File: config.mk
export PLATFORM = sky130hd
export DESIGN_NAME = c6502_ctrl
export DESIGN_NICKNAME = d
export VERILOG_FILES = /design/src/sv/c6502_pkg.sv /design/src/sv/c6502_ctrl.sv
export SDC_FILE = /design/constraint.sdc
export NUM_CORES = 1
export LEC_CHECK = 0
export BUFFER_PORTS_ARGS = -buffer_cell sky130_fd_sc_hd__buf_2
export CAP_MARGIN = 20
export CORE_UTILIZATION = 60
export CTS_CLUSTER_SIZE = 40
export DETAILED_ROUTE_END_ITERATION = 6
export GPL_TIMING_DRIVEN = 0
export HOLD_SLACK_MARGIN = 0.05
export PLACE_DENSITY_LB_ADDON = 0.3
export SYNTH_ARGS = -nofsm -noshare
export SYNTH_HDL_FRONTEND = slang
export SYNTH_SLANG_ARGS = --single-unit
File: constraint.sdc
create_clock -name i_clk -period 4.19 [get_ports i_clk]
set_input_delay 0.838 -clock i_clk [delete_from_list [all_inputs] [get_ports i_clk]]
set_output_delay 0.838 -clock i_clk [all_outputs]
set_load 0.02 [all_outputs]
File: src/sv/c6502_pkg.sv
// Shared types and constants of the 6502 instruction core.
// Used by the controller, the datapath, the top level and the checker.
package c6502_pkg;

    localparam int MEM_ADDR_BITS_DEF = 16;

    localparam logic [7:0]  STACK_PAGE = 8'h01;
    localparam logic [15:0] VEC_RESET  = 16'hFFFC;
    localparam logic [15:0] VEC_BRK    = 16'hFFFE;
    localparam logic [7:0]  S_RESET    = 8'hFD;
    localparam logic [7:0]  P_RESET    = 8'h34;
    localparam logic [7:0]  P_BRK_BITS = 8'h30;
    localparam logic [7:0]  P_I_BIT    = 8'h04;

    localparam logic [1:0] FN_LOAD = 2'd0;
    localparam logic [1:0] FN_READ = 2'd1;
    localparam logic [1:0] FN_EXEC = 2'd2;
    localparam logic [1:0] FN_RST  = 2'd3;

    typedef struct packed {
        logic [1:0]  func;
        logic [15:0] address;
        logic [7:0]  data;
    } t_in;

    typedef struct packed {
        logic [15:0] pc_value;
        logic [7:0]  a_value;
        logic [7:0]  x_value;
        logic [7:0]  y_value;
        logic [7:0]  s_value;
        logic [7:0]  p_value;
        logic [7:0]  read_data;
        logic        illegal;
    } t_out;

    // Memory address source
    typedef enum logic [2:0] {
        MA_PC, MA_TA, MA_TA1, MA_STK, MA_STK1, MA_IN
    } t_asel;

    // Memory write data source
    typedef enum logic [3:0] {
        W_A, W_X, W_Y, W_P, W_PBRK, W_PCDH, W_PCIH, W_PCL, W_IN, W_RMW
    } t_wsel;

    typedef enum logic [2:0] {
        PC_HOLD, PC_INC, PC_DEC, PC_BR, PC_QTD, PC_QTD1, PC_TA
    } t_pcop;

    typedef enum logic [2:0] {
        TA_HOLD, TA_ZP, TA_ABS, TA_VECR, TA_VECB
    } t_tasel;

    typedef enum logic [1:0] {
        IX_NONE, IX_X, IX_Y
    } t_idx;

    typedef enum logic [1:0] {
        SP_HOLD, SP_INC, SP_DEC
    } t_sop;

    typedef enum logic [5:0] {
        AL_NOP, AL_ORA, AL_AND, AL_EOR, AL_ADC, AL_SBC, AL_LDA, AL_CMP,
        AL_CPX, AL_CPY, AL_LDX, AL_LDY, AL_BIT,
        AL_ASL, AL_ROL, AL_LSR, AL_ROR, AL_INC, AL_DEC,
        AL_ASLA, AL_ROLA, AL_LSRA, AL_RORA,
        AL_TAX, AL_TXA, AL_TAY, AL_TYA, AL_TSX, AL_TXS,
        AL_INX, AL_INY, AL_DEX, AL_DEY,
        AL_CLC, AL_SEC, AL_CLI, AL_SEI, AL_CLV, AL_CLD, AL_SED,
        AL_PLP, AL_BRKP, AL_RST
    } t_alu;

    typedef struct packed {
        logic   start;
        t_asel  asel;
        logic   we;
        t_wsel  wsel;
        t_pcop  pc_op;
        t_tasel ta_sel;
        t_idx   idx;
        logic   td_ld;
        t_sop   s_op;
        logic   ex;
        t_alu   alu;
        logic   ir_ld;
        logic   rd_ld;
        logic   ill_set;
        logic   out_ld;
    } t_cmd;

    typedef struct packed {
        logic [7:0] q;
        logic [7:0] ir;
    } t_stat;

endpackage

File: src/sv/c6502_ctrl.sv
// Controller of the 6502 instruction core: opcode decode and access sequencer.
// Issues t_cmd to c6502_dp and reads back t_stat; depends on c6502_pkg.
module c6502_ctrl
    import c6502_pkg::*;
(
    input  logic       i_clk,
    input  logic       i_rst_n,
    input  logic       i_in_valid,
    input  logic [1:0] i_func,
    output logic       o_in_stall,
    input  logic       i_out_stall,
    output logic       o_out_valid,
    input  t_stat      i_stat,
    output t_cmd       o_cmd
);

    typedef enum logic [4:0] {
        M_IMP, M_IMM, M_ZP, M_ZPX, M_ZPY, M_ABS, M_ABSX, M_ABSY, M_XIND, M_INDY,
        M_REL, M_JMP, M_JMPI, M_JSR, M_RTS, M_RTI, M_BRK, M_PUSH, M_PULL
    } t_mode;

    typedef enum logic [1:0] { K_NONE, K_READ, K_STORE, K_RMW } t_kind;

    typedef struct packed {
        logic  legal;
        t_mode mode;
        t_kind kind;
        t_alu  alu;
        t_wsel wsrc;
    } t_dec;

    typedef enum logic [4:0] {
        ST_IDLE, ST_LOAD, ST_READ, ST_RDCAP, ST_RST, ST_FETCH, ST_DECODE, ST_OPRD,
        ST_OP1, ST_AB2, ST_PTRA, ST_PTR1, ST_PTR2, ST_EA, ST_MEMQ, ST_PUSH,
        ST_JSR1, ST_JSR2, ST_BRK1, ST_BRK2, ST_BRK3, ST_POPA, ST_POP1, ST_RTS2,
        ST_RTI2, ST_RTI3, ST_DONE
    } t_state;

    localparam logic [7:0] OP_BRK = 8'h00, OP_PHP = 8'h08, OP_PLP = 8'h28;
    localparam logic [7:0] OP_PHA = 8'h48, OP_PLA = 8'h68, OP_CLC = 8'h18;
    localparam logic [7:0] OP_SEC = 8'h38, OP_CLI = 8'h58, OP_SEI = 8'h78;
    localparam logic [7:0] OP_CLV = 8'hB8, OP_CLD = 8'hD8, OP_SED = 8'hF8;
    localparam logic [7:0] OP_JSR = 8'h20, OP_RTI = 8'h40, OP_RTS = 8'h60;
    localparam logic [7:0] OP_JMP = 8'h4C, OP_JMPI = 8'h6C;
    localparam logic [7:0] OP_BITZ = 8'h24, OP_BITA = 8'h2C;
    localparam logic [7:0] OP_STYZ = 8'h84, OP_STYA = 8'h8C, OP_STYZX = 8'h94;
    localparam logic [7:0] OP_DEY = 8'h88, OP_INY = 8'hC8, OP_INX = 8'hE8;
    localparam logic [7:0] OP_TYA = 8'h98, OP_TAY = 8'hA8;
    localparam logic [7:0] OP_LDYI = 8'hA0, OP_LDYZ = 8'hA4, OP_LDYA = 8'hAC;
    localparam logic [7:0] OP_LDYZX = 8'hB4, OP_LDYAX = 8'hBC;
    localparam logic [7:0] OP_CPYI = 8'hC0, OP_CPYZ = 8'hC4, OP_CPYA = 8'hCC;
    localparam logic [7:0] OP_CPXI = 8'hE0, OP_CPXZ = 8'hE4, OP_CPXA = 8'hEC;
    localparam logic [7:0] OP_STAI = 8'h89, OP_TXS = 8'h9A, OP_TSX = 8'hBA;
    localparam logic [7:0] OP_LDXI = 8'hA2, OP_SHXAY = 8'h9E;

    localparam logic [1:0] GRP0 = 2'b00, GRP1 = 2'b01, GRP2 = 2'b10;
    localparam logic [2:0] AAA_ST = 3'd4, AAA_LD = 3'd5;

    function automatic t_dec decode(input logic [7:0] op);
        t_dec d;
        logic [2:0] aaa, bbb;
        aaa = op[7:5];
        bbb = op[4:2];
        d.legal = 1'b1; d.mode = M_IMP; d.kind = K_NONE; d.alu = AL_NOP; d.wsrc = W_A;
        case (op[1:0])
            GRP1: begin
                case (bbb)
                    3'd0:    d.mode = M_XIND;
                    3'd1:    d.mode = M_ZP;
                    3'd2:    d.mode = M_IMM;
                    3'd3:    d.mode = M_ABS;
                    3'd4:    d.mode = M_INDY;
                    3'd5:    d.mode = M_ZPX;
                    3'd6:    d.mode = M_ABSY;
                    default: d.mode = M_ABSX;
                endcase
                if (aaa == AAA_ST) begin
                    d.kind  = K_STORE;
                    d.legal = (op != OP_STAI);
                end else begin
                    d.kind = K_READ;
                    case (aaa)
                        3'd0:    d.alu = AL_ORA;
                        3'd1:    d.alu = AL_AND;
                        3'd2:    d.alu = AL_EOR;
                        3'd3:    d.alu = AL_ADC;
                        3'd5:    d.alu = AL_LDA;
                        3'd6:    d.alu = AL_CMP;
                        default: d.alu = AL_SBC;
                    endcase
                end
            end
            GRP2: begin
                if (bbb == 3'd2) begin
                    case (aaa)
                        3'd0:    d.alu = AL_ASLA;
                        3'd1:    d.alu = AL_ROLA;
                        3'd2:    d.alu = AL_LSRA;
                        3'd3:    d.alu = AL_RORA;
                        3'd4:    d.alu = AL_TXA;
                        3'd5:    d.alu = AL_TAX;
                        3'd6:    d.alu = AL_DEX;
                        default: d.alu = AL_NOP;
                    endcase
                end else if (bbb == 3'd6) begin
                    if (op == OP_TXS) d.alu = AL_TXS;
                    else if (op == OP_TSX) d.alu = AL_TSX;
                    else d.legal = 1'b0;
                end else if (bbb == 3'd4) begin
                    d.legal = 1'b0;
                end else if (bbb == 3'd0) begin
                    d.mode  = M_IMM;
                    d.kind  = K_READ;
                    d.alu   = AL_LDX;
                    d.legal = (op == OP_LDXI);
                end else begin
                    d.legal = (op != OP_SHXAY);
                    case (bbb)
                        3'd1:    d.mode = M_ZP;
                        3'd3:    d.mode = M_ABS;
                        3'd5:    d.mode = (aaa == AAA_ST || aaa == AAA_LD) ? M_ZPY : M_ZPX;
                        default: d.mode = (aaa == AAA_LD) ? M_ABSY : M_ABSX;
                    endcase
                    d.kind = K_RMW;
                    case (aaa)
                        3'd0: d.alu = AL_ASL;
                        3'd1: d.alu = AL_ROL;
                        3'd2: d.alu = AL_LSR;
                        3'd3: d.alu = AL_ROR;
                        3'd4: begin d.kind = K_STORE; d.wsrc = W_X; end
                        3'd5: begin d.kind = K_READ; d.alu = AL_LDX; end
                        3'd6: d.alu = AL_DEC;
                        default: d.alu = AL_INC;
                    endcase
                end
            end
            GRP0: begin
                if (op[4:0] == 5'h10) begin
                    d.mode = M_REL;
                end else begin
                    case (op)
                        OP_BRK:   d.mode = M_BRK;
                        OP_PHP:   begin d.mode = M_PUSH; d.wsrc = W_P; end
                        OP_PHA:   d.mode = M_PUSH;
                        OP_PLP:   begin d.mode = M_PULL; d.alu = AL_PLP; end
                        OP_PLA:   begin d.mode = M_PULL; d.alu = AL_LDA; end
                        OP_CLC:   d.alu = AL_CLC;
                        OP_SEC:   d.alu = AL_SEC;
                        OP_CLI:   d.alu = AL_CLI;
                        OP_SEI:   d.alu = AL_SEI;
                        OP_CLV:   d.alu = AL_CLV;
                        OP_CLD:   d.alu = AL_CLD;
                        OP_SED:   d.alu = AL_SED;
                        OP_JSR:   d.mode = M_JSR;
                        OP_RTI:   d.mode = M_RTI;
                        OP_RTS:   d.mode = M_RTS;
                        OP_JMP:   d.mode = M_JMP;
                        OP_JMPI:  d.mode = M_JMPI;
                        OP_BITZ:  begin d.mode = M_ZP;  d.kind = K_READ; d.alu = AL_BIT; end
                        OP_BITA:  begin d.mode = M_ABS; d.kind = K_READ; d.alu = AL_BIT; end
                        OP_STYZ:  begin d.mode = M_ZP;  d.kind = K_STORE; d.wsrc = W_Y; end
                        OP_STYA:  begin d.mode = M_ABS; d.kind = K_STORE; d.wsrc = W_Y; end
                        OP_STYZX: begin d.mode = M_ZPX; d.kind = K_STORE; d.wsrc = W_Y; end
                        OP_DEY:   d.alu = AL_DEY;
                        OP_INY:   d.alu = AL_INY;
                        OP_INX:   d.alu = AL_INX;
                        OP_TYA:   d.alu = AL_TYA;
                        OP_TAY:   d.alu = AL_TAY;
                        OP_LDYI:  begin d.mode = M_IMM;  d.kind = K_READ; d.alu = AL_LDY; end
                        OP_LDYZ:  begin d.mode = M_ZP;   d.kind = K_READ; d.alu = AL_LDY; end
                        OP_LDYA:  begin d.mode = M_ABS;  d.kind = K_READ; d.alu = AL_LDY; end
                        OP_LDYZX: begin d.mode = M_ZPX;  d.kind = K_READ; d.alu = AL_LDY; end
                        OP_LDYAX: begin d.mode = M_ABSX; d.kind = K_READ; d.alu = AL_LDY; end
                        OP_CPYI:  begin d.mode = M_IMM;  d.kind = K_READ; d.alu = AL_CPY; end
                        OP_CPYZ:  begin d.mode = M_ZP;   d.kind = K_READ; d.alu = AL_CPY; end
                        OP_CPYA:  begin d.mode = M_ABS;  d.kind = K_READ; d.alu = AL_CPY; end
                        OP_CPXI:  begin d.mode = M_IMM;  d.kind = K_READ; d.alu = AL_CPX; end
                        OP_CPXZ:  begin d.mode = M_ZP;   d.kind = K_READ; d.alu = AL_CPX; end
                        OP_CPXA:  begin d.mode = M_ABS;  d.kind = K_READ; d.alu = AL_CPX; end
                        default:  d.legal = 1'b0;
                    endcase
                end
            end
            default: d.legal = 1'b0;
        endcase
        return d;
    endfunction

    t_state r_state, n_state;
    logic   r_vec, n_vec;
    logic   r_ovalid, n_ovalid;
    t_dec   d_q, d_ir;
    t_cmd   cmd;

    assign d_q  = decode(i_stat.q);
    assign d_ir = decode(i_stat.ir);

    always_comb begin
        cmd      = '0;
        n_state  = r_state;
        n_vec    = r_vec;
        n_ovalid = r_ovalid && i_out_stall;
        case (r_state)
            ST_IDLE: begin
                if (i_in_valid) begin
                    cmd.start = 1'b1;
                    n_vec     = 1'b0;
                    case (i_func)
                        FN_LOAD: n_state = ST_LOAD;
                        FN_READ: n_state = ST_READ;
                        FN_EXEC: n_state = ST_FETCH;
                        default: n_state = ST_RST;
                    endcase
                end
            end
            ST_LOAD: begin
                cmd.asel = MA_IN; cmd.we = 1'b1; cmd.wsel = W_IN;
                n_state  = ST_DONE;
            end
            ST_READ: begin
                cmd.asel = MA_IN;
                n_state  = ST_RDCAP;
            end
            ST_RDCAP: begin
                cmd.rd_ld = 1'b1;
                n_state   = ST_DONE;
            end
            ST_RST: begin
                cmd.ex = 1'b1; cmd.alu = AL_RST; cmd.ta_sel = TA_VECR;
                n_vec   = 1'b1;
                n_state = ST_PTRA;
            end
            ST_FETCH: begin
                cmd.asel = MA_PC;
                n_state  = ST_DECODE;
            end
            ST_DECODE: begin
                cmd.ir_ld = 1'b1;
                if (!d_q.legal) begin
                    // leave A, X, Y, S, P and PC as they were; only IR and the illegal flag load
                    cmd.ill_set = 1'b1;
                    n_state     = ST_DONE;
                end else begin
                    cmd.pc_op = PC_INC;
                    case (d_q.mode)
                        M_IMP: begin
                            cmd.ex = 1'b1; cmd.alu = d_q.alu;
                            n_state = ST_DONE;
                        end
                        M_PUSH:               n_state = ST_PUSH;
                        M_PULL, M_RTS, M_RTI: n_state = ST_POPA;
                        M_BRK:                n_state = ST_BRK1;
                        default:              n_state = ST_OPRD;
                    endcase
                end
            end
            ST_OPRD: begin
                cmd.asel = MA_PC; cmd.pc_op = PC_INC;
                n_state  = ST_OP1;
            end
            ST_OP1: begin
                case (d_ir.mode)
                    M_IMM: begin
                        cmd.ex = 1'b1; cmd.alu = d_ir.alu;
                        n_state = ST_DONE;
                    end
                    M_ZP:  begin cmd.ta_sel = TA_ZP; n_state = ST_EA; end
                    M_ZPX: begin cmd.ta_sel = TA_ZP; cmd.idx = IX_X; n_state = ST_EA; end
                    M_ZPY: begin cmd.ta_sel = TA_ZP; cmd.idx = IX_Y; n_state = ST_EA; end
                    M_REL: begin cmd.pc_op = PC_BR; n_state = ST_DONE; end
                    M_XIND: begin
                        cmd.ta_sel = TA_ZP; cmd.idx = IX_X;
                        n_state = ST_PTRA;
                    end
                    M_INDY: begin cmd.ta_sel = TA_ZP; n_state = ST_PTRA; end
                    default: begin
                        cmd.td_ld = 1'b1; cmd.asel = MA_PC; cmd.pc_op = PC_INC;
                        n_state = ST_AB2;
                    end
                endcase
            end
            ST_AB2: begin
                cmd.ta_sel = TA_ABS;
                case (d_ir.mode)
                    M_ABSX: begin cmd.idx = IX_X; n_state = ST_EA; end
                    M_ABSY: begin cmd.idx = IX_Y; n_state = ST_EA; end
                    M_JMP: begin
                        cmd.ta_sel = TA_HOLD; cmd.pc_op = PC_QTD;
                        n_state = ST_DONE;
                    end
                    M_JMPI: begin n_vec = 1'b1; n_state = ST_PTRA; end
                    M_JSR:  n_state = ST_JSR1;
                    default: n_state = ST_EA;
                endcase
            end
            ST_PTRA: begin
                cmd.asel = MA_TA;
                n_state  = ST_PTR1;
            end
            ST_PTR1: begin
                cmd.td_ld = 1'b1; cmd.asel = MA_TA1;
                n_state   = ST_PTR2;
            end
            ST_PTR2: begin
                if (r_vec) begin
                    cmd.pc_op = PC_QTD;
                    n_state   = ST_DONE;
                end else begin
                    cmd.ta_sel = TA_ABS;
                    cmd.idx    = (d_ir.mode == M_INDY) ? IX_Y : IX_NONE;
                    n_state    = ST_EA;
                end
            end
            ST_EA: begin
                cmd.asel = MA_TA;
                if (d_ir.kind == K_STORE) begin
                    cmd.we = 1'b1; cmd.wsel = d_ir.wsrc;
                    n_state = ST_DONE;
                end else begin
                    n_state = ST_MEMQ;
                end
            end
            ST_MEMQ: begin
                cmd.ex = 1'b1; cmd.alu = d_ir.alu;
                if (d_ir.kind == K_RMW) begin
                    cmd.asel = MA_TA; cmd.we = 1'b1; cmd.wsel = W_RMW;
                end
                n_state = ST_DONE;
            end
            ST_PUSH: begin
                cmd.asel = MA_STK; cmd.we = 1'b1; cmd.wsel = d_ir.wsrc; cmd.s_op = SP_DEC;
                n_state  = ST_DONE;
            end
            ST_JSR1: begin
                cmd.asel = MA_STK; cmd.we = 1'b1; cmd.wsel = W_PCDH; cmd.s_op = SP_DEC;
                cmd.pc_op = PC_DEC;
                n_state  = ST_JSR2;
            end
            ST_JSR2: begin
                cmd.asel = MA_STK; cmd.we = 1'b1; cmd.wsel = W_PCL; cmd.s_op = SP_DEC;
                cmd.pc_op = PC_TA;
                n_state  = ST_DONE;
            end
            ST_BRK1: begin
                cmd.asel = MA_STK; cmd.we = 1'b1; cmd.wsel = W_PCIH; cmd.s_op = SP_DEC;
                cmd.pc_op = PC_INC;
                n_state  = ST_BRK2;
            end
            ST_BRK2: begin
                cmd.asel = MA_STK; cmd.we = 1'b1; cmd.wsel = W_PCL; cmd.s_op = SP_DEC;
                n_state  = ST_BRK3;
            end
            ST_BRK3: begin
                cmd.asel = MA_STK; cmd.we = 1'b1; cmd.wsel = W_PBRK; cmd.s_op = SP_DEC;
                cmd.ex = 1'b1; cmd.alu = AL_BRKP; cmd.ta_sel = TA_VECB;
                n_vec   = 1'b1;
                n_state = ST_PTRA;
            end
            ST_POPA: begin
                cmd.asel = MA_STK1; cmd.s_op = SP_INC;
                n_state  = ST_POP1;
            end
            ST_POP1: begin
                case (d_ir.mode)
                    M_PULL: begin
                        cmd.ex = 1'b1; cmd.alu = d_ir.alu;
                        n_state = ST_DONE;
                    end
                    M_RTS: begin
                        cmd.td_ld = 1'b1; cmd.asel = MA_STK1; cmd.s_op = SP_INC;
                        n_state = ST_RTS2;
                    end
                    default: begin
                        cmd.ex = 1'b1; cmd.alu = AL_PLP;
                        cmd.asel = MA_STK1; cmd.s_op = SP_INC;
                        n_state = ST_RTI2;
                    end
                endcase
            end
            ST_RTS2: begin
                cmd.pc_op = PC_QTD1;
                n_state   = ST_DONE;
            end
            ST_RTI2: begin
                cmd.td_ld = 1'b1; cmd.asel = MA_STK1; cmd.s_op = SP_INC;
                n_state   = ST_RTI3;
            end
            ST_RTI3: begin
                cmd.pc_op = PC_QTD;
                n_state   = ST_DONE;
            end
            ST_DONE: begin
                // hold until the output register is free
                if (!r_ovalid || !i_out_stall) begin
                    cmd.out_ld = 1'b1;
                    n_ovalid   = 1'b1;
                    n_state    = ST_IDLE;
                end
            end
            default: n_state = ST_IDLE;
        endcase
    end

    always_ff @(posedge i_clk) begin
        if (!i_rst_n) begin
            r_state  <= ST_IDLE;
            r_vec    <= 1'b0;
            r_ovalid <= 1'b0;
        end else begin
            r_state  <= n_state;
            r_vec    <= n_vec;
            r_ovalid <= n_ovalid;
        end
    end

    assign o_cmd       = cmd;
    assign o_in_stall  = (r_state != ST_IDLE);
    assign o_out_valid = r_ovalid;

endmodule

==> flow_metrics.py, run 1 <==
metrics = {
    "place": {
        "dp_cells": 737,
        "place_hpwl_mm": 11.4,
        "dp_slack_ns": -0.164,
        "place_area_mm2": 0.00414,
        "gp_congestion": 1.10,
        "port_buffers": 52,
    },
    "die": {
        "start_util": 0.632,
        "die_w_um": 81.4,
        "design.die.area_mm2": 0.00663,
        "chipHeight_um": 81.4,
        "io_pins": 55,
        "core.rowCount": 28,
        "core_area_mm2": 0.00599,
    },
    "finish": {
        "antenna_cells": 0,
        "final_area_mm2": 0.00439,
        "layout.nets": 698,
        "fin_util": 0.732,
        "drive_gt1_frac": 0.206,
        "areaGrowthSynthToFinish_pct": 15.9,
        "layout_common_cells": "buf_2 (64), nor2_1 (62), nand2_1 (52), o21ai_0 (46), a21oi_1 (42)",
        "mostFrequentLayoutCell": "buf_2",
        "final_cells": 749,
    },
    "worst_setup_path": {
        "max_stage_delay_ns": 0.49,
        "cp_cell_sequence": "buf_2 -> or2_1 -> buf_4 -> nor4bb_4 -> nand3b_1 -> or3_1 -> buf_2 -> nand3_2 -> or4_1 -> o21ai_1 -> buf_2",
        "crit_fanout": 10,
        "slowest_stage": "or4_1",
        "reg2reg_to": "r_state[3]",
        "worstSetupStartpointType": "input pin",
        "crit_path_start": "i_stat[0]",
        "r2r_slack_ns": 1.42,
        "rr_worst_depth": 8,
        "endpoint": "o_cmd[15]",
        "crit_top_cell": "buf_2",
        "crit_type": "in -> out",
        "r2r-start": "r_state[0]",
        "cp.required_ns": 3.35,
        "cp-end-kind": "output port",
        "critPathArrivalTime_ns": 3.34,
    },
    "power": {
        "total_power_mw": 1.47,
        "p_per_area_mw_per_mm2": 336,
        "p_leak_nw": 1.63,
        "vdd_ir_drop_max_mv": 0.465,
    },
    "routing": {
        "top_layer": "met4",
        "firstDrtPassIters": 7,
        "route.layer.met1.wl_mm": 5.76,
        "wirelength_mm": 16.0,
        "wl_met2_mm": 6.86,
        "ant_nets": 0,
        "drc_errors": 4,
        "wl_met3_mm": 2.37,
        "drt-initial-drc-count": 947,
        "vias": 5743,
        "routedWlPerCell_um": 21.4,
        "viasPerCell": 7.67,
    },
    "timing": {
        "clock_skew_ns": 0.000242,
        "setup_viol": 0,
        "fmax_mhz": 239,
        "hold_violations": 0,
        "finalCritPeriodShare": 0.998,
        "slew_viol_final": 0,
        "setup_ws_ns": 0.00852,
        "relSlewSlack": 0.433,
        "tightest_slew_ns": 0.846,
        "grt_setup_unrepaired": "true",
        "min_period_ns": 4.18,
    },
    "logic_synthesis": {
        "synth_area_leaders": "nor2_1 (6.3%), o21ai_0 (6.1%), a21oi_1 (5.6%)",
        "ys_seq_area_frac": 0.0370,
        "netlist.area_leader.share": 0.0625,
        "synth_area_leader_cell": "nor2_1",
        "synth_edf_count": 0,
        "ys_async_sr_fraction": 0,
        "synthCells": 610,
        "yosys_most_used_dff": "dfxtp_1",
        "postSynthNetCount": 633,
        "netlist_area_mm2": 0.00378,
        "ys_seq_elements": 7,
        "synth.distinct_cells": 91,
        "synth_area_per_cell_um2": 6.20,
        "yosys_warnings": 0,
    },
    "clocking": {
        "cts_sinks": 7,
        "cts_root_buffer": "clkbuf_8",
        "cts_made_buffers": 3,
        "htreeDepth": 1,
        "worstSkewPairLatency_ns": 0.23,
        "hold_buffers": 0,
        "cts_buffer_depth": 2,
        "clk_pin_slew_ns": 0.04,
        "cts_tree": "done",
    },
    "global_route": {
        "grt_pass1_vias": 4828,
        "grtUsageTotal": 0.466,
        "gr-total-overflow": 0,
        "grt_first_pass_wirelength_mm": 24.2,
        "grt_max_degree": 11,
        "antenna_found_initial": 0,
    },
    "outcome": {
        "violations": "DRC",
        "status": "finished with violations",
    },
    "worst_hold_path": {
        "hp-class": "reg -> reg",
        "min_from": "o_out_valid",
    },
    "flow_run": {
        "maxCapViolCount": 0,
    },
}
==> timing repair <==
action                     in CTS  in global routing
buffers inserted                1                  8
setup endpoints to repair       5                 14
pin swaps                       1                  9
resized for setup               3                 47
==> kinds of logic (layout without fill, tap and decap cells) <==
group | after synthesis | count (layout) | synth area share
AOI/OAI and AO/OA | 240 | 240 | 0.452
xor gates and xnor gates | 4 | 4 | 0.00926
adders and majority gates | 2 | 2 | 0.00794
buffers and inverters | 80 | 144 | 0.0919
DFF | 7 | 7 | 0.0370
muxes | 2 | 2 | 0.00562
and+or+nand+nor | 275 | 275 | 0.396
==> flip-flops by register name, summed over array words and instances, names as in the netlist <==
name and cells:
o_out_valid 1, r_state 5, r_vec 1
==> per-stage QoR <==
stage / hold WS [ns] / setup TNS (ns)
floorplan: 0.567 / 0
global placement: 0.491 / -0.315
detailed placement: 0.509 / -0.578
CTS: 0.538 / 0
global route: 0.574 / -0.129
finish: 0.540 / 0
==> per-layer routing <==
metal / up-vias / global-route usage
li1: 2475 / -
met1: 2539 / 0.610
met2: 578 / 0.704
met3: 151 / 0.108
met4: 0 / 0.243
met5: - / 0
==> worst min path at each step <==
stage	to	slack, ns	depth (start not counted)
after detailed placement	o_out_valid	0.51	2
after floorplan	o_out_valid	0.57	2
final	o_out_valid	0.54	2
after global routing	o_out_valid	0.57	2
after CTS	o_out_valid	0.54	2
after global placement	o_out_valid	0.49	2
==> cell type report <==
class | count | area (um2)
repair buffers | 61 | 328
well taps | 75 | 93.8
plain buffers | 63 | 310
inverters | 16 | 60.1
clock buffers | 4 | 45.0
multi-input cells | 523 | 3410
flip-flops and latches | 7 | 140
fillers | 510 | 1600
==> synth_stat cells, drive strengths merged, types with 6 or more instances <==
library cell	count
nor2	63
nand2	53
o21ai	52
a21oi	42
clkbuf	41
nor2b	24
buf	23
nand2b	22
nand3	20
nor3	19
a31oi	16
o211ai	16
inv	15
o22ai	11
nor4	10
nor3b	8
a211oi	7
dfxtp	7
a21boi	6
a311oi	6
and2	6
o311ai	6
or2	6
==> worst max-delay path, delay by kind of cell <==
family                 cells  cell delay (ns)
AOI/OAI and AO/OA          1             0.10
and+or+nand+nor            6             1.71
buffers and inverters      4             0.69
==> where the power goes <==
part	internal [mW]	switching, mW	total (mW)
Sequential	0.0895	0.0221	0.112
Combinational	0.416	0.848	1.26
Clock	0.0660	0.0313	0.0973
(Power assumes the default switching activity.)
==> inputs of run 2 (changes only) <==
Settings changed: CORE_UTILIZATION 60 to 65.
Clock period 4.19 ns to 5.2 ns, I/O delays scaled along.
==> run 2 against run 1 <==
  * The flow now finishes without violations
  * Register-to-register slack gained 0.92 ns
  * Count of clock-buffer cells in the layout is the same
  * Combinational power shrank 21%
  * Critical path depth shrank 1
  * Highest routed layer unchanged
  * Non-clock buffer count shrank 8
  * Cell count shrank 1.5%
  * Cell area shrank 4.7%
  * Critical endpoint is now o_cmd[7]
  * Hold slack lost 0.023 ns
==> flow_metrics.py, run 2 (same netlist as run 1, synthesis figures left out) <==
metrics = {
    "finish": {
        "final_area_mm2": 0.00418,
        "layout.nets": 690,
        "antenna_cells": 0,
        "regMostFlops": "r_state",
        "areaGrowthSynthToFinish_pct": 10.4,
        "largest_reg_flops": 5,
        "layout_common_cells": "buf_2 (66), nor2_1 (63), nand2_1 (53), o21ai_0 (46)",
        "drive_gt1_frac": 0.152,
        "final_cells": 738,
        "mostFrequentLayoutCell": "buf_2",
    },
    "routing": {
        "vias": 5547,
        "ant_nets": 0,
        "drt-initial-drc-count": 1117,
        "routedWlPerCell_um": 19.8,
        "drc_errors": 0,
        "viasPerCell": 7.52,
        "firstDrtPassIters": 7,
        "wirelength_mm": 14.6,
    },
    "worst_setup_path": {
        "critical-path-top-delay-family": "simple AND/OR/NAND/NOR gates",
        "reg2reg_to": "r_state[4]",
        "critPathArrivalTime_ns": 3.69,
        "rr_worst_depth": 8,
        "cp-end-kind": "output port",
        "slowest_stage": "nor2_1",
        "worstSetupStartpointType": "input pin",
        "crit_type": "in -> out",
        "path_buf_inv": 3,
        "r2r-start": "r_state[2]",
        "cp_cell_sequence": "buf_2 -> clkbuf_1 -> nor2_1 -> o211ai_1 -> o21ai_0 -> o31ai_1 -> and4b_1 -> nand3_1 -> o211ai_1 -> buf_2",
        "r2r_slack_ns": 2.34,
        "crit_fanout": 10,
        "cp.required_ns": 4.16,
        "max_stage_delay_ns": 0.59,
    },
    "die": {
        "io_pins": 55,
        "die_w_um": 78.3,
        "design.die.area_mm2": 0.00613,
        "chipHeight_um": 78.3,
        "core.rowCount": 27,
        "start_util": 0.679,
        "core_area_mm2": 0.00557,
    },
    "outcome": {
        "status": "finished clean",
    },
    "power": {
        "p_clk_frac": 0.062,
        "p_int_uw": 449,
        "p_seq_frac": 0.074,
        "p_per_area_mw_per_mm2": 277,
        "total_power_mw": 1.16,
        "vdd_ir_drop_max_mv": 0.428,
        "power.switching_uw": 710,
        "switching_share": 0.612,
        "pwr-share-comb": 0.863,
        "p_leak_nw": 1.54,
    },
    "global_route": {
        "grtUsageTotal": 0.467,
        "grt_pass1_vias": 4744,
        "antenna_found_initial": 0,
        "grt_first_pass_wirelength_mm": 23.3,
        "grt_max_degree": 11,
        "gr-total-overflow": 0,
    },
    "worst_hold_path": {
        "min_from": "o_out_valid",
        "min_path_cells": 2,
        "hold_path_end": "o_out_valid",
        "hp-class": "reg -> reg",
    },
    "timing": {
        "finalCritPeriodShare": 0.909,
        "setup_viol": 0,
        "grt_setup_unrepaired": "false",
        "slew_viol_final": 0,
        "fmax_mhz": 212,
        "setup_ws_ns": 0.474,
        "tns_ns": 0,
        "hold_violations": 0,
        "relSlewSlack": 0.417,
        "tightest_slew_ns": 0.866,
        "min_period_ns": 4.73,
        "clock_skew_ns": 0.000496,
    },
    "clocking": {
        "cts_made_buffers": 3,
        "cts_sinks": 7,
        "htreeDepth": 1,
        "cts_buffer_depth": 2,
        "post_cts_buffers": 0,
        "hold_buffers": 0,
        "cts_root_buffer": "clkbuf_8",
        "cts_tree": "done",
        "clk_pin_slew_ns": 0.04,
        "worstSkewPairLatency_ns": 0.22,
        "cts-resized-gates": 0,
    },
    "place": {
        "place_hpwl_mm": 11.0,
        "port_buffers": 52,
        "dp_cells": 734,
        "dp_slack_ns": 0.571,
        "place_area_mm2": 0.00413,
        "gp_congestion": 1.23,
    },
    "flow_run": {
        "maxCapViolCount": 0,
    },
}
[run 2: metrics by stage]
step / hold WS, ns / util
after floorplan: 0.567 / -
after global placement: 0.488 / 0.742
after detailed placement: 0.506 / 0.742
after CTS: 0.509 / 0.750
after global routing: 0.539 / 0.750
final: 0.517 / 0.750
[run 2: how the worst max path moves through the flow]
stage                          from   endpoint  slack (ns)  depth (start not counted)
after detailed placement  i_stat[9]   o_cmd[7]        0.57                         10
after floorplan           i_stat[4]  o_cmd[19]        0.89                          9
after global routing      i_stat[9]   o_cmd[8]        0.33                         10
final                     i_stat[9]   o_cmd[7]        0.47                         10
after global placement    i_stat[9]   o_cmd[4]        0.56                         10
after CTS                 i_stat[9]   o_cmd[7]        0.56                         10
[run 2: tightest hold or removal path, cell delays in order, from the launching register on]
cell     delay, ns
dfxtp_1       0.31
nand2_1       0.08
a21oi_1       0.07
[run 2: power by group through the flow]
stage	combinational [mW]	clock (mW)	sequential, mW
after floorplan	0.685	0	0.0828
after global placement	0.945	0	0.0858
after detailed placement	0.947	0	0.0860
after CTS	0.951	0.0751	0.0853
after global routing	1.06	0.0785	0.0889
final	1.00	0.0724	0.0861
[run 2: cell type report]
class	count	area, um2
Buffer	64	288
Multi-Input combinational cell	523	3300
Timing Repair Buffer	52	260
Fill cell	461	1400
Sequential cell	7	140
Clock buffer	4	45.0
Tap cell	72	90.1
Inverter	16	60.1
[run 2: per-layer routing]
| layer | wire length (um) | vias up | track usage |
|---|---|---|---|
| li1 | - | 2458 | - |
| met1 | 5380 | 2424 | 0.599 |
| met2 | 6250 | 547 | 0.752 |
| met3 | 2110 | 118 | 0.0930 |
| met4 | 881 | 0 | 0.204 |
| met5 | 0 | - | 0 |
==> inputs of run 3 (changes only) <==
Settings changed: CELL_PAD_IN_SITES_DETAIL_PLACEMENT from default to 1, CELL_PAD_IN_SITES_GLOBAL_PLACEMENT from default to 2, CORE_UTILIZATION 65 to 34.
==> run 3 against run 2 <==
  * Critical path depth unchanged
  * Sequential power rose by 2.7%
  * Cell area up 2.1%
  * Via count down 3.3%
  * Maximum frequency fell by 3.6%
  * Die area increased by 88%
  * Hold slack worse by 0.0095 ns
  * Cell count increased by 9.2%
  * Power increased by 2.5%
  * Count of clock-buffer cells in the layout fell by 1
  * Global-route usage shrank 16 points
  * Setup slack worse by 0.18 ns
  * Highest routed layer unchanged
==> flow_metrics.py, run 3 (same netlist as run 1, synthesis figures left out) <==
metrics = {
    "die": {
        "start_util": 0.349,
        "io_pins": 55,
        "chipHeight_um": 107,
        "core.rowCount": 38,
        "core_area_mm2": 0.0108,
        "die_w_um": 107,
        "design.die.area_mm2": 0.0116,
    },
    "worst_hold_path": {
        "min_path_cells": 2,
        "hp-class": "reg -> reg",
    },
    "global_route": {
        "gr-total-overflow": 0,
        "grt_first_pass_wirelength_mm": 28.4,
        "grt_pass1_vias": 5153,
        "grt_max_degree": 11,
        "antenna_found_initial": 0,
        "grtUsageTotal": 0.309,
    },
    "worst_setup_path": {
        "cp-end-kind": "output port",
        "critical_path_depth": 10,
        "crit_top_cell": "buf_2",
        "crit_fanout": 10,
        "slowest_stage": "nor2_1",
        "max_stage_delay_ns": 0.61,
        "cp.required_ns": 4.16,
        "worstSetupStartpointType": "input pin",
        "endpoint": "o_cmd[9]",
        "rr_worst_depth": 8,
        "crit_type": "in -> out",
        "critPathArrivalTime_ns": 3.86,
        "r2r_slack_ns": 2.46,
        "path_buf_inv": 3,
        "reg2reg_to": "r_state[4]",
        "critical-path-top-delay-family": "simple AND/OR/NAND/NOR gates",
        "cp_cell_sequence": "buf_2 -> clkbuf_1 -> nor2_1 -> nand2_1 -> a211o_1 -> o31ai_1 -> o31a_1 -> nand3_1 -> o211ai_1 -> buf_2",
        "crit_path_start": "i_stat[9]",
        "r2r-start": "r_state[2]",
    },
    "clocking": {
        "clk_pin_slew_ns": 0.05,
        "worstSkewPairLatency_ns": 0.24,
        "cts-resized-gates": 0,
        "cts_sinks": 7,
        "cts_buffer_depth": 2,
        "htreeDepth": 1,
        "cts_made_buffers": 3,
        "post_cts_buffers": 0,
        "cts_tree": "done",
        "hold_buffers": 0,
        "cts_root_buffer": "clkbuf_8",
    },
    "finish": {
        "fillers": 1493,
        "register_area_um2": 140,
        "mostFrequentLayoutCell": "buf_2",
        "drive_gt1_frac": 0.153,
        "largest_reg_flops": 5,
        "layout.nets": 690,
        "layout_common_cells": "buf_2 (66), nor2_1 (63), nand2_1 (53), o21ai_0 (46), a21oi_1 (42)",
        "regMostFlops": "r_state",
        "multi_input_comb_area_mm2": 0.00330,
        "antenna_cells": 0,
        "areaGrowthSynthToFinish_pct": 12.7,
    },
    "routing": {
        "firstDrtPassIters": 5,
        "drc_errors": 0,
        "routedWlPerCell_um": 22.3,
        "drt-initial-drc-count": 441,
        "wirelength_mm": 18.0,
        "ant_nets": 0,
        "vias": 5363,
        "viasPerCell": 6.65,
    },
    "timing": {
        "min_period_ns": 4.90,
        "setup_viol": 0,
        "relSlewSlack": 0.339,
        "fmax_mhz": 204,
        "grt_setup_unrepaired": "false",
        "hold_violations": 0,
        "whs_ns": 0.508,
        "setup_ws_ns": 0.298,
        "clock_skew_ns": 0.00184,
        "finalCritPeriodShare": 0.943,
        "tns_ns": 0,
        "slew_viol_final": 0,
        "tightest_slew_ns": 0.983,
    },
    "power": {
        "p_clk_frac": 0.070,
        "pwr-share-comb": 0.855,
        "power.switching_uw": 739,
        "p_per_area_mw_per_mm2": 279,
        "p_leak_nw": 1.54,
        "vdd_ir_drop_max_mv": 0.214,
        "p_int_uw": 449,
        "p_seq_frac": 0.074,
        "switching_share": 0.622,
    },
    "flow_run": {
        "maxCapViolCount": 0,
    },
    "place": {
        "port_buffers": 52,
        "gp_congestion": 0.978,
        "dp_slack_ns": 0.348,
        "place_hpwl_mm": 13.8,
    },
    "outcome": {
        "status": "finished clean",
    },
}
-- run 3: cell count changes in the layout (fill, tap and decap cells not counted), sizes merged --
cell    before  now
clkinv       1    2
clkbuf      45   44
-- run 3: how the worst min path moves through the flow --
| stage | start | endpoint | slack, ns |
|---|---|---|---|
| after CTS | o_out_valid | o_out_valid | 0.51 |
| after detailed placement | o_out_valid | o_out_valid | 0.51 |
| final | o_out_valid | o_out_valid | 0.51 |
| after global placement | o_out_valid | o_out_valid | 0.49 |
| after global routing | o_out_valid | o_out_valid | 0.54 |
| after floorplan | o_out_valid | o_out_valid | 0.57 |
-- run 3: per-stage QoR --
step | total power, mW | instances | area, um2 | utilization
2_1_floorplan | 0.768 | 610 | 3780 | -
3_3_place_gp | 1.07 | 802 | 4220 | 0.389
3_5_place_dp | 1.08 | 802 | 4220 | 0.389
4_1_cts | 1.17 | 806 | 4270 | 0.393
5_1_grt | 1.28 | 806 | 4270 | 0.393
6_report | 1.19 | 806 | 4270 | 0.393
-- run 3: power groups by stage --
stage / Sequential (mW) / Clock [mW] / Combinational (mW)
floorplan: 0.0828 / 0 / 0.685
global placement: 0.0890 / 0 / 0.982
detailed placement: 0.0882 / 0 / 0.993
CTS: 0.0873 / 0.0848 / 0.997
global route: 0.0893 / 0.0876 / 1.10
finish: 0.0884 / 0.0833 / 1.02
-- run 3: worst register-to-register path, delay by kind of cell (launching register included) --
family | cells | cell delay [ns]
and+or+nand+nor | 5 | 1.80
buffers and inverters | 2 | 0.44
AOI/OAI and AO/OA | 1 | 0.16
DFF | 1 | 0.29
-- run 3: final cells by class --
type / count / share of cell area
inverter: 16 / 0.0141
timing repair buffer: 52 / 0.0610
clock inverter: 1 / 0.00117
multi-input combinational: 523 / 0.773
sequential: 7 / 0.0329
clock buffer: 3 / 0.00968
tap: 140 / 0.0411
buffer: 64 / 0.0675
-- run 3: routing by layer --
metal	global-route usage	share of wire	up-vias	routed length [um]
met4	0.0832	0.027	0	482
met1	0.419	0.43	2613	7690
met5	0	0	-	0
met2	0.527	0.48	259	8660
met3	0.0176	0.062	44	1120
li1	-	-	2447	-
